[src/rtl/depth_sigma_window_fusion_unit_macros.svh]
// Assertion macros shared by the depth sigma window fusion RTL.
`ifndef DEPTH_SIGMA_WINDOW_FUSION_UNIT_MACROS_SVH
`define DEPTH_SIGMA_WINDOW_FUSION_UNIT_MACROS_SVH
// Condition that must hold at every clock edge outside reset.
`define DSWF_CHECK(label, cond, msg) \
    label: assert property (@(posedge clk) disable iff (!rst_n) (cond)) else $error(msg);
// Implication checked in the same cycle.
`define DSWF_IMPLIES(label, ante, cons, msg) \
    label: assert property (@(posedge clk) disable iff (!rst_n) (ante) |-> (cons)) \
        else $error(msg);
`endif

[src/rtl/dswf_pkg.sv]
// Package with types, constants and helpers of the depth sigma window fusion unit.
`default_nettype none
package dswf_pkg;

    localparam int DEF_MAX_WIDTH = 1024;
    localparam int MAX_HEIGHT    = 1024;
    localparam int HW            = 11;
    localparam int QDEPTH        = 2;

    localparam logic [21:0] DQ_MAX      = 22'h3FFFFF;
    localparam logic [31:0] SIGMA_MAX   = 32'hFFFFFFFF;
    localparam logic [29:0] RECIP_125   = 30'd549755814;
    localparam logic [31:0] MM_ROUND    = 32'd500;

    localparam logic [10:0] RST_FRAME_WIDTH  = 11'd451;
    localparam logic [10:0] RST_FRAME_HEIGHT = 11'd361;
    localparam logic [31:0] RST_COEF_SQUARE  = 32'd26142;
    localparam logic [31:0] RST_COEF_LINEAR  = 32'hFFFF_12BF;
    localparam logic [31:0] RST_COEF_CONST   = 32'd75970;
    localparam logic [15:0] RST_MIN_DEPTH    = 16'd500;
    localparam logic [31:0] RST_SIGMA_FLOOR  = 32'd168;

    localparam logic ACT_PIXEL = 1'b0;
    localparam logic ACT_FLUSH = 1'b1;

    localparam int S2_W  = 69;
    localparam int S1_W  = 35;
    localparam int NUM_W = 74;
    localparam int DEN_W = 9;

    typedef enum logic [2:0] {
        CFG_FRAME_WIDTH  = 3'd0,
        CFG_FRAME_HEIGHT = 3'd1,
        CFG_COEF_SQUARE  = 3'd2,
        CFG_COEF_LINEAR  = 3'd3,
        CFG_COEF_CONST   = 3'd4,
        CFG_MIN_DEPTH    = 3'd5,
        CFG_SIGMA_FLOOR  = 3'd6
    } cfg_index_t;

    typedef struct packed {
        logic        [10:0] frame_width;
        logic        [10:0] frame_height;
        logic signed [31:0] coef_square;
        logic signed [31:0] coef_linear;
        logic signed [31:0] coef_const;
        logic        [15:0] min_depth_mm;
        logic        [31:0] sigma_floor;
    } cfg_t;

    typedef struct packed {
        logic [15:0] mm;
        logic [21:0] dq;
        logic [31:0] sigma;
    } pix_t;

    localparam int PIX_W = $bits(pix_t);

    typedef struct packed {
        logic flush;
        pix_t pix;
    } qitem_t;

    typedef enum logic [2:0] {
        FR_IDLE, FR_DIV, FR_CLAMP, FR_SQ, FR_POLY, FR_SUM, FR_PUSH
    } front_state_t;

    typedef enum logic [2:0] {
        B_IDLE, B_READ, B_APPLY, B_FSTART, B_FUSE, B_OUT
    } back_state_t;

    typedef enum logic [3:0] {
        FU_IDLE, FU_MUL, FU_ACC, FU_SQ_LO, FU_SQ_HI, FU_SUB, FU_DIV, FU_CHECK,
        FU_ROOT, FU_DONE
    } fuse_state_t;

    function automatic logic [1:0] win_shift(input logic [3:0] k);
        logic [1:0] sh;
        unique case (k) inside
            4'd4:                         sh = 2'd2;
            4'd1, 4'd3, 4'd5, 4'd7:       sh = 2'd1;
            default:                      sh = 2'd0;
        endcase
        return sh;
    endfunction

endpackage
`default_nettype wire

[src/rtl/dswf_queue.sv]
// Short queue between the front end and the back end.
`default_nettype none
module dswf_queue
    import dswf_pkg::*;
(
    input  wire logic   clk,
    input  wire logic   rst_n,
    input  wire logic   in_valid,
    output logic        in_ready,
    input  wire qitem_t in_data,
    output logic        out_valid,
    input  wire logic   out_ready,
    output qitem_t      out_data
);
    localparam int PW = $clog2(QDEPTH);
    localparam int CW = $clog2(QDEPTH + 1);

    qitem_t          slot_reg [QDEPTH];
    logic [PW-1:0]   wr_ptr_reg;
    logic [PW-1:0]   rd_ptr_reg;
    logic [CW-1:0]   count_reg;
    logic            push;
    logic            pop;

    assign in_ready  = (count_reg != CW'(QDEPTH));
    assign out_valid = (count_reg != '0);
    assign push      = in_valid && in_ready;
    assign pop       = out_valid && out_ready;
    assign out_data  = slot_reg[rd_ptr_reg];

    always_ff @(posedge clk or negedge rst_n)
    begin
        if (!rst_n)
        begin
            wr_ptr_reg <= '0;
            rd_ptr_reg <= '0;
            count_reg  <= '0;
        end
        else
        begin
            if (push)
            begin
                wr_ptr_reg <= (wr_ptr_reg == PW'(QDEPTH - 1)) ? '0 : wr_ptr_reg + 1'b1;
            end
            if (pop)
            begin
                rd_ptr_reg <= (rd_ptr_reg == PW'(QDEPTH - 1)) ? '0 : rd_ptr_reg + 1'b1;
            end
            if (push && !pop)
            begin
                count_reg <= count_reg + 1'b1;
            end
            else if (pop && !push)
            begin
                count_reg <= count_reg - 1'b1;
            end
        end
    end

    always_ff @(posedge clk)
    begin
        if (push)
        begin
            slot_reg[wr_ptr_reg] <= in_data;
        end
    end
endmodule
`default_nettype wire

[config.mk]
export PLATFORM = sky130hd
export DESIGN_NAME = dswf_queue
export DESIGN_NICKNAME = d
export VERILOG_FILES = /design/src/rtl/depth_sigma_window_fusion_unit_macros.svh /design/src/rtl/dswf_pkg.sv /design/src/rtl/dswf_queue.sv
export SDC_FILE = /design/constraint.sdc
export NUM_CORES = 1
export LEC_CHECK = 0
export ABC_AREA = 1
export BUFFER_PORTS_ARGS = -buffer_cell sky130_fd_sc_hd__clkbuf_2
export CAP_MARGIN = 20
export CELL_PAD_IN_SITES_DETAIL_PLACEMENT = 1
export CELL_PAD_IN_SITES_GLOBAL_PLACEMENT = 1
export CORE_ASPECT_RATIO = 2
export CORE_MARGIN = 2
export CORE_UTILIZATION = 30
export CTS_CLUSTER_DIAMETER = 30
export CTS_CLUSTER_SIZE = 12
export DETAILED_ROUTE_END_ITERATION = 16
export HOLD_SLACK_MARGIN = 0.08
export PLACE_DENSITY_LB_ADDON = 0.1
export SYNTH_ARGS = -nofsm -noshare
export SYNTH_HDL_FRONTEND = slang
export SYNTH_SLANG_ARGS = --single-unit
[constraint.sdc]
create_clock -name clk -period 9.2 [get_ports clk]
set_input_delay 0.46 -clock clk [delete_from_list [all_inputs] [get_ports clk]]
set_output_delay 0.46 -clock clk [all_outputs]
set_load 0.03 [all_outputs]
Word level (Yosys, flattened, before mapping)
Memory sizes are Yosys's and may differ from the RTL's.
Index checks and enable logic that the tools add are counted.
{"block": "totals", "in_bits": 75, "ram_bits": 142, "regBits": 4, "memories": 1}
{"block": "classes", "n_reduce_logical": 8, "n_addsub": 4, "n_mux": 6, "eq_ne": 1}
{"name": "slot_reg", "words": 2, "word_bits": 71, "rd": 1, "rd_ports_with_merged_regs": 0, "write_ports": 1, "line_no": "dswf_queue.sv:18", "text": "qitem_t slot_reg [QDEPTH];"}
{"cell": "1-bit logical AND", "n": 4}
{"cell": "1-bit two-way mux", "n": 4}
{"cell": "2-bit two-way mux", "n": 2}
{"cell": "2-bit nonzero test", "n": 2}
{"cell": "1-bit adder, second input constant", "n": 2}
{"cell": "2-bit by 1-bit adder with 2-bit output, second input constant", "n": 1}
{"cell": "1-bit logical NOT", "n": 2}
{"cell": "2-bit != test, second input constant", "n": 1}
{"cell": "2-bit by 1-bit subtractor with 2-bit output, second input constant", "n": 1}

Depth between registers and ports, before layout
{"block": "depth", "depth_word": 6, "mapped_depth": 10}

Worst setup path after synthesis
Ideal clock, no wire load.
{"block": "synth_timing", "path_kind": "reg-to-reg", "start": "register count_reg[0]", "end": "memory slot_reg[0][0] in the netlist's numbering (enable)", "setup_ps": 501, "arrival_ps": 3776, "n_path_buf": 0, "path_slack_ps": 4924, "required_ps": 8699, "stages_incl_launch_ff": 5, "period_less_slack_ps": 4276, "cell_sequence": "dfrtp_1 inv_2 nand2_1 nand2_2 nor2_1"}
{"block": "synth_via", "elab_chain_len": 4}
{"element": "from (decl)", "line_no": "dswf_queue.sv:21", "text": "logic [CW-1:0] count_reg;"}
{"element": "from (signal assigned)", "line_no": "dswf_queue.sv:51", "text": "count_reg <= count_reg + 1'b1;"}
{"element": "from (signal assigned)", "line_no": "dswf_queue.sv:55", "text": "count_reg <= count_reg - 1'b1;"}
{"element": "2-bit != test", "line_no": "dswf_queue.sv:25", "text": "assign in_ready = (count_reg != CW'(QDEPTH));"}
{"element": "named net in_ready", "line_no": "dswf_queue.sv:9", "text": "output logic in_ready,"}
{"element": "1-bit logical AND", "line_no": "dswf_queue.sv:27", "text": "assign push = in_valid && in_ready;"}
{"element": "1-bit two-way mux", "line_no": "dswf_queue.sv:62", "text": "if (push)"}
{"element": "1-bit two-way mux (not written as such)", "line_no": "dswf_queue.sv:64", "text": "slot_reg[wr_ptr_reg] <= in_data;"}
{"element": "to (decl)", "line_no": "dswf_queue.sv:18"}
The timed path passes the listed nets, and every way through them passes these cells.

==> flow_summary.json <==
{
  "status": "finished, final reports clean",
  "dr.pass1.iters": 4,
  "seq_area_frac_synth": 0.806,
  "grt_pass1_wl_mm": 19.5,
  "drive_gt1_frac": 0.330,
  "root_buffer": "clkbuf_16",
  "setup-tns-final_ns": 0,
  "clockBufferDepth": 2,
  "start_kind": "flip-flop",
  "drt-met1-wl_mm": 4.56,
  "drt_iter0_drc": 110,
  "wl_met2_mm": 6.94,
  "syn_area_per_cell_um2": 13.6,
  "io_pins": 148,
  "ant_nets": 0,
  "p_total_mw": 2.65,
  "syn2layout_area_growth_pct": 29.1,
  "die_y_um": 194,
  "cts_buffers": 17,
  "max_freq_ghz": 0.331,
  "dp_hpwl_mm": 7.68,
  "post-cts-setup-buffer-count": 0,
  "syn_inst": 399,
  "critical_path_required_ns": 8.74,
  "powerDensity_mw_per_mm2": 380,
  "largest_reg_flops": 142,
  "vias": 3411,
  "htree_levels": 4,
  "dieArea_mm2": 0.0192,
  "critPathBufInv": 3,
  "cp_data_arrival_time_ns": 2.56,
  "hp-class": "in2reg",
  "min_from": "in_data[62]",
  "path_delay_family": "buffers and inverters",
  "cts_tree": "done",
  "setup_viol_count_final": 0,
  "cp_slowest_cell": "dfrtp_2",
  "hold_violations": 0,
  "start_util": 0.306,
  "period_needed_ns": 3.02,
  "ys_ff_latch": 146,
  "cpMostUsedCell": "nand2_1",
  "drc_errors": 0,
  "grt_max_degree": 73,
  "core_mm2": 0.0177,
  "clock_latency_ns": 0.41,
  "r2r-start": "rd_ptr_reg",
  "top_layer": "met4",
  "cts_resized": 0,
  "num_rows": 69,
  "antenna_cells": 0,
  "worst_pin_slew_ns": 1.00,
  "wl_met3_um": 596,
  "final_core_util": 0.395,
  "vias_per_cell": 4.37,
  "worst_setup_path_end_kind": "primary output",
  "antenna_found_initial": 0,
  "grtUsageTotal": 0.135,
  "fin_crit_sh": 0.328,
  "path_max_fanout": 72,
  "clkSinkCount": 146,
  "max_stage_delay_ns": 0.81,
  "power.leakage_nw": 3.02,
  "placement.io_buffers": 147,
  "cap_viol_max_count": 0,
  "synthesis.area_mm2": 0.00542,
  "routed_wirelength_mm": 12.4,
  "die_x_um": 99.0,
  "wire_per_inst_um": 15.9,
  "irDropWorstVdd_uv": 161,
  "path_class": "reg2out",
  "rsz0062_at_grt": "false",
  "worstPathCellList": "buf_4 > inv_6 > nand2_1 > nand2_1 > clkbuf_2",
  "gp_congestion": 0.762,
  "fin_skew_ns": 0.00990,
  "final_nets": 630,
  "maxSlewViolCount": 0,
  "crit_path_start": "rd_ptr_reg",
  "synth_nets": 475,
  "yosys_warnings": 0,
  "clk_pin_slew_ns": 0.06,
  "synth_cell_types": 16,
  "slew_headroom": 0.331,
  "grt_overflow_total": 0,
  "grt_pass1_vias": 3773
}
## through the flow
stage          hold WS [ns]  std cells  area, um^2  setup WS [ns]
6_report              0.231        780        6990           6.18
5_1_grt               0.211        780        6990           5.92
4_1_cts               0.201        780        6990           6.03
3_5_place_dp          0.281        747        6330           6.49
3_3_place_gp          0.277        747        6330           6.52
2_1_floorplan         0.164        399        5420           4.92
## layout make-up
| cell class | instances | area, um^2 |
|---|---|---|
| Fill cell | 1907 | 10700 |
| Sequential cell | 146 | 4370 |
| Multi-Input combinational cell | 231 | 908 |
| Timing Repair Buffer | 151 | 768 |
| Clock buffer | 19 | 443 |
| Tap cell | 213 | 267 |
| Clock inverter | 13 | 209 |
| Inverter | 7 | 31.3 |
## report_power, final
| group | internal (mW) | switching [mW] | leakage [nW] | total [mW] |
|---|---|---|---|---|
| clock network | 0.488 | 0.264 | 0.309 | 0.752 |
| logic | 0.212 | 0.716 | 1.34 | 0.928 |
| registers | 0.913 | 0.0615 | 1.37 | 0.974 |
## final timing paths
path / end / slack (ns) / cells past startpoint
worst max-delay path: out_data[23] / 6.18 / 5
worst min-delay path: slot_reg[1][62] / 0.23 / 1
worst max register to register: rd_ptr_reg / 7.15 / 4
worst min register to register: count_reg[1] / 0.52 / 2
max in group asynchronous: rd_ptr_reg / 8.66 / 2
min in group asynchronous: count_reg[1] / 0.39 / 2
## cells by family (layout without fill, tap and decap cells)
logic type / after synthesis / after routing / share of synthesized area
buffers and inverters: 22 / 190 / 0.0293
DFF: 146 / 146 / 0.806
xor gates and xnor gates: 2 / 2 / 0.00323
adders and majority gates: 1 / 1 / 0.00231
and+or+nand+nor: 228 / 228 / 0.159
## layer usage
layer	track usage	vias up
li1	-	1652
met1	0.133	1651
met2	0.247	91
met3	0.0397	17
met4	0.0710	0
met5	0	-
## cells in the mapped netlist
cell type | n | area share
buf_2 | 6 | 0.0055
buf_4 | 1 | 0.0014
buf_6 | 8 | 0.017
dfrtp_1 | 4 | 0.018
edfxtp_1 | 142 | 0.79
ha_1 | 1 | 0.0023
inv_1 | 5 | 0.0035
inv_2 | 1 | 0.00069
inv_6 | 1 | 0.0016
nand2_1 | 222 | 0.15
nand2_2 | 1 | 0.0012
nand3_1 | 2 | 0.0018
nand4_1 | 1 | 0.0012
nor2_1 | 2 | 0.0014
xnor2_1 | 1 | 0.0016
xor2_1 | 1 | 0.0016
## cell usage in the layout, fill, tap and decap left out
| master | instances |
|---|---|
| nand2_1 | 222 |
| clkbuf_2 | 147 |
| edfxtp_1 | 142 |
| clkbuf_16 | 17 |
| inv_1 | 5 |
| bufinv_16 | 5 |
| clkinv_4 | 3 |
| clkinvlp_4 | 3 |
| dfrtp_1 | 3 |
| buf_4 | 3 |
| nor2_4 | 2 |
| nand3_1 | 2 |
| clkinv_2 | 2 |
| inv_6 | 1 |
| inv_2 | 1 |
| nand2_2 | 1 |
| xnor2_1 | 1 |
| xor2_1 | 1 |
| nand4_1 | 1 |
| ha_1 | 1 |
| clkbuf_1 | 1 |
| clkbuf_8 | 1 |
| dlygate4sd3_1 | 1 |
| dfrtp_2 | 1 |
## timing repair
| item | in CTS | in global routing |
|---|---|---|
| setup endpoints to repair | 0 | 0 |
| hold buffers | 1 | 0 |
| hold endpoints to repair | 4 | 0 |
No activity file was read; power rests on OpenSTA's default activity.
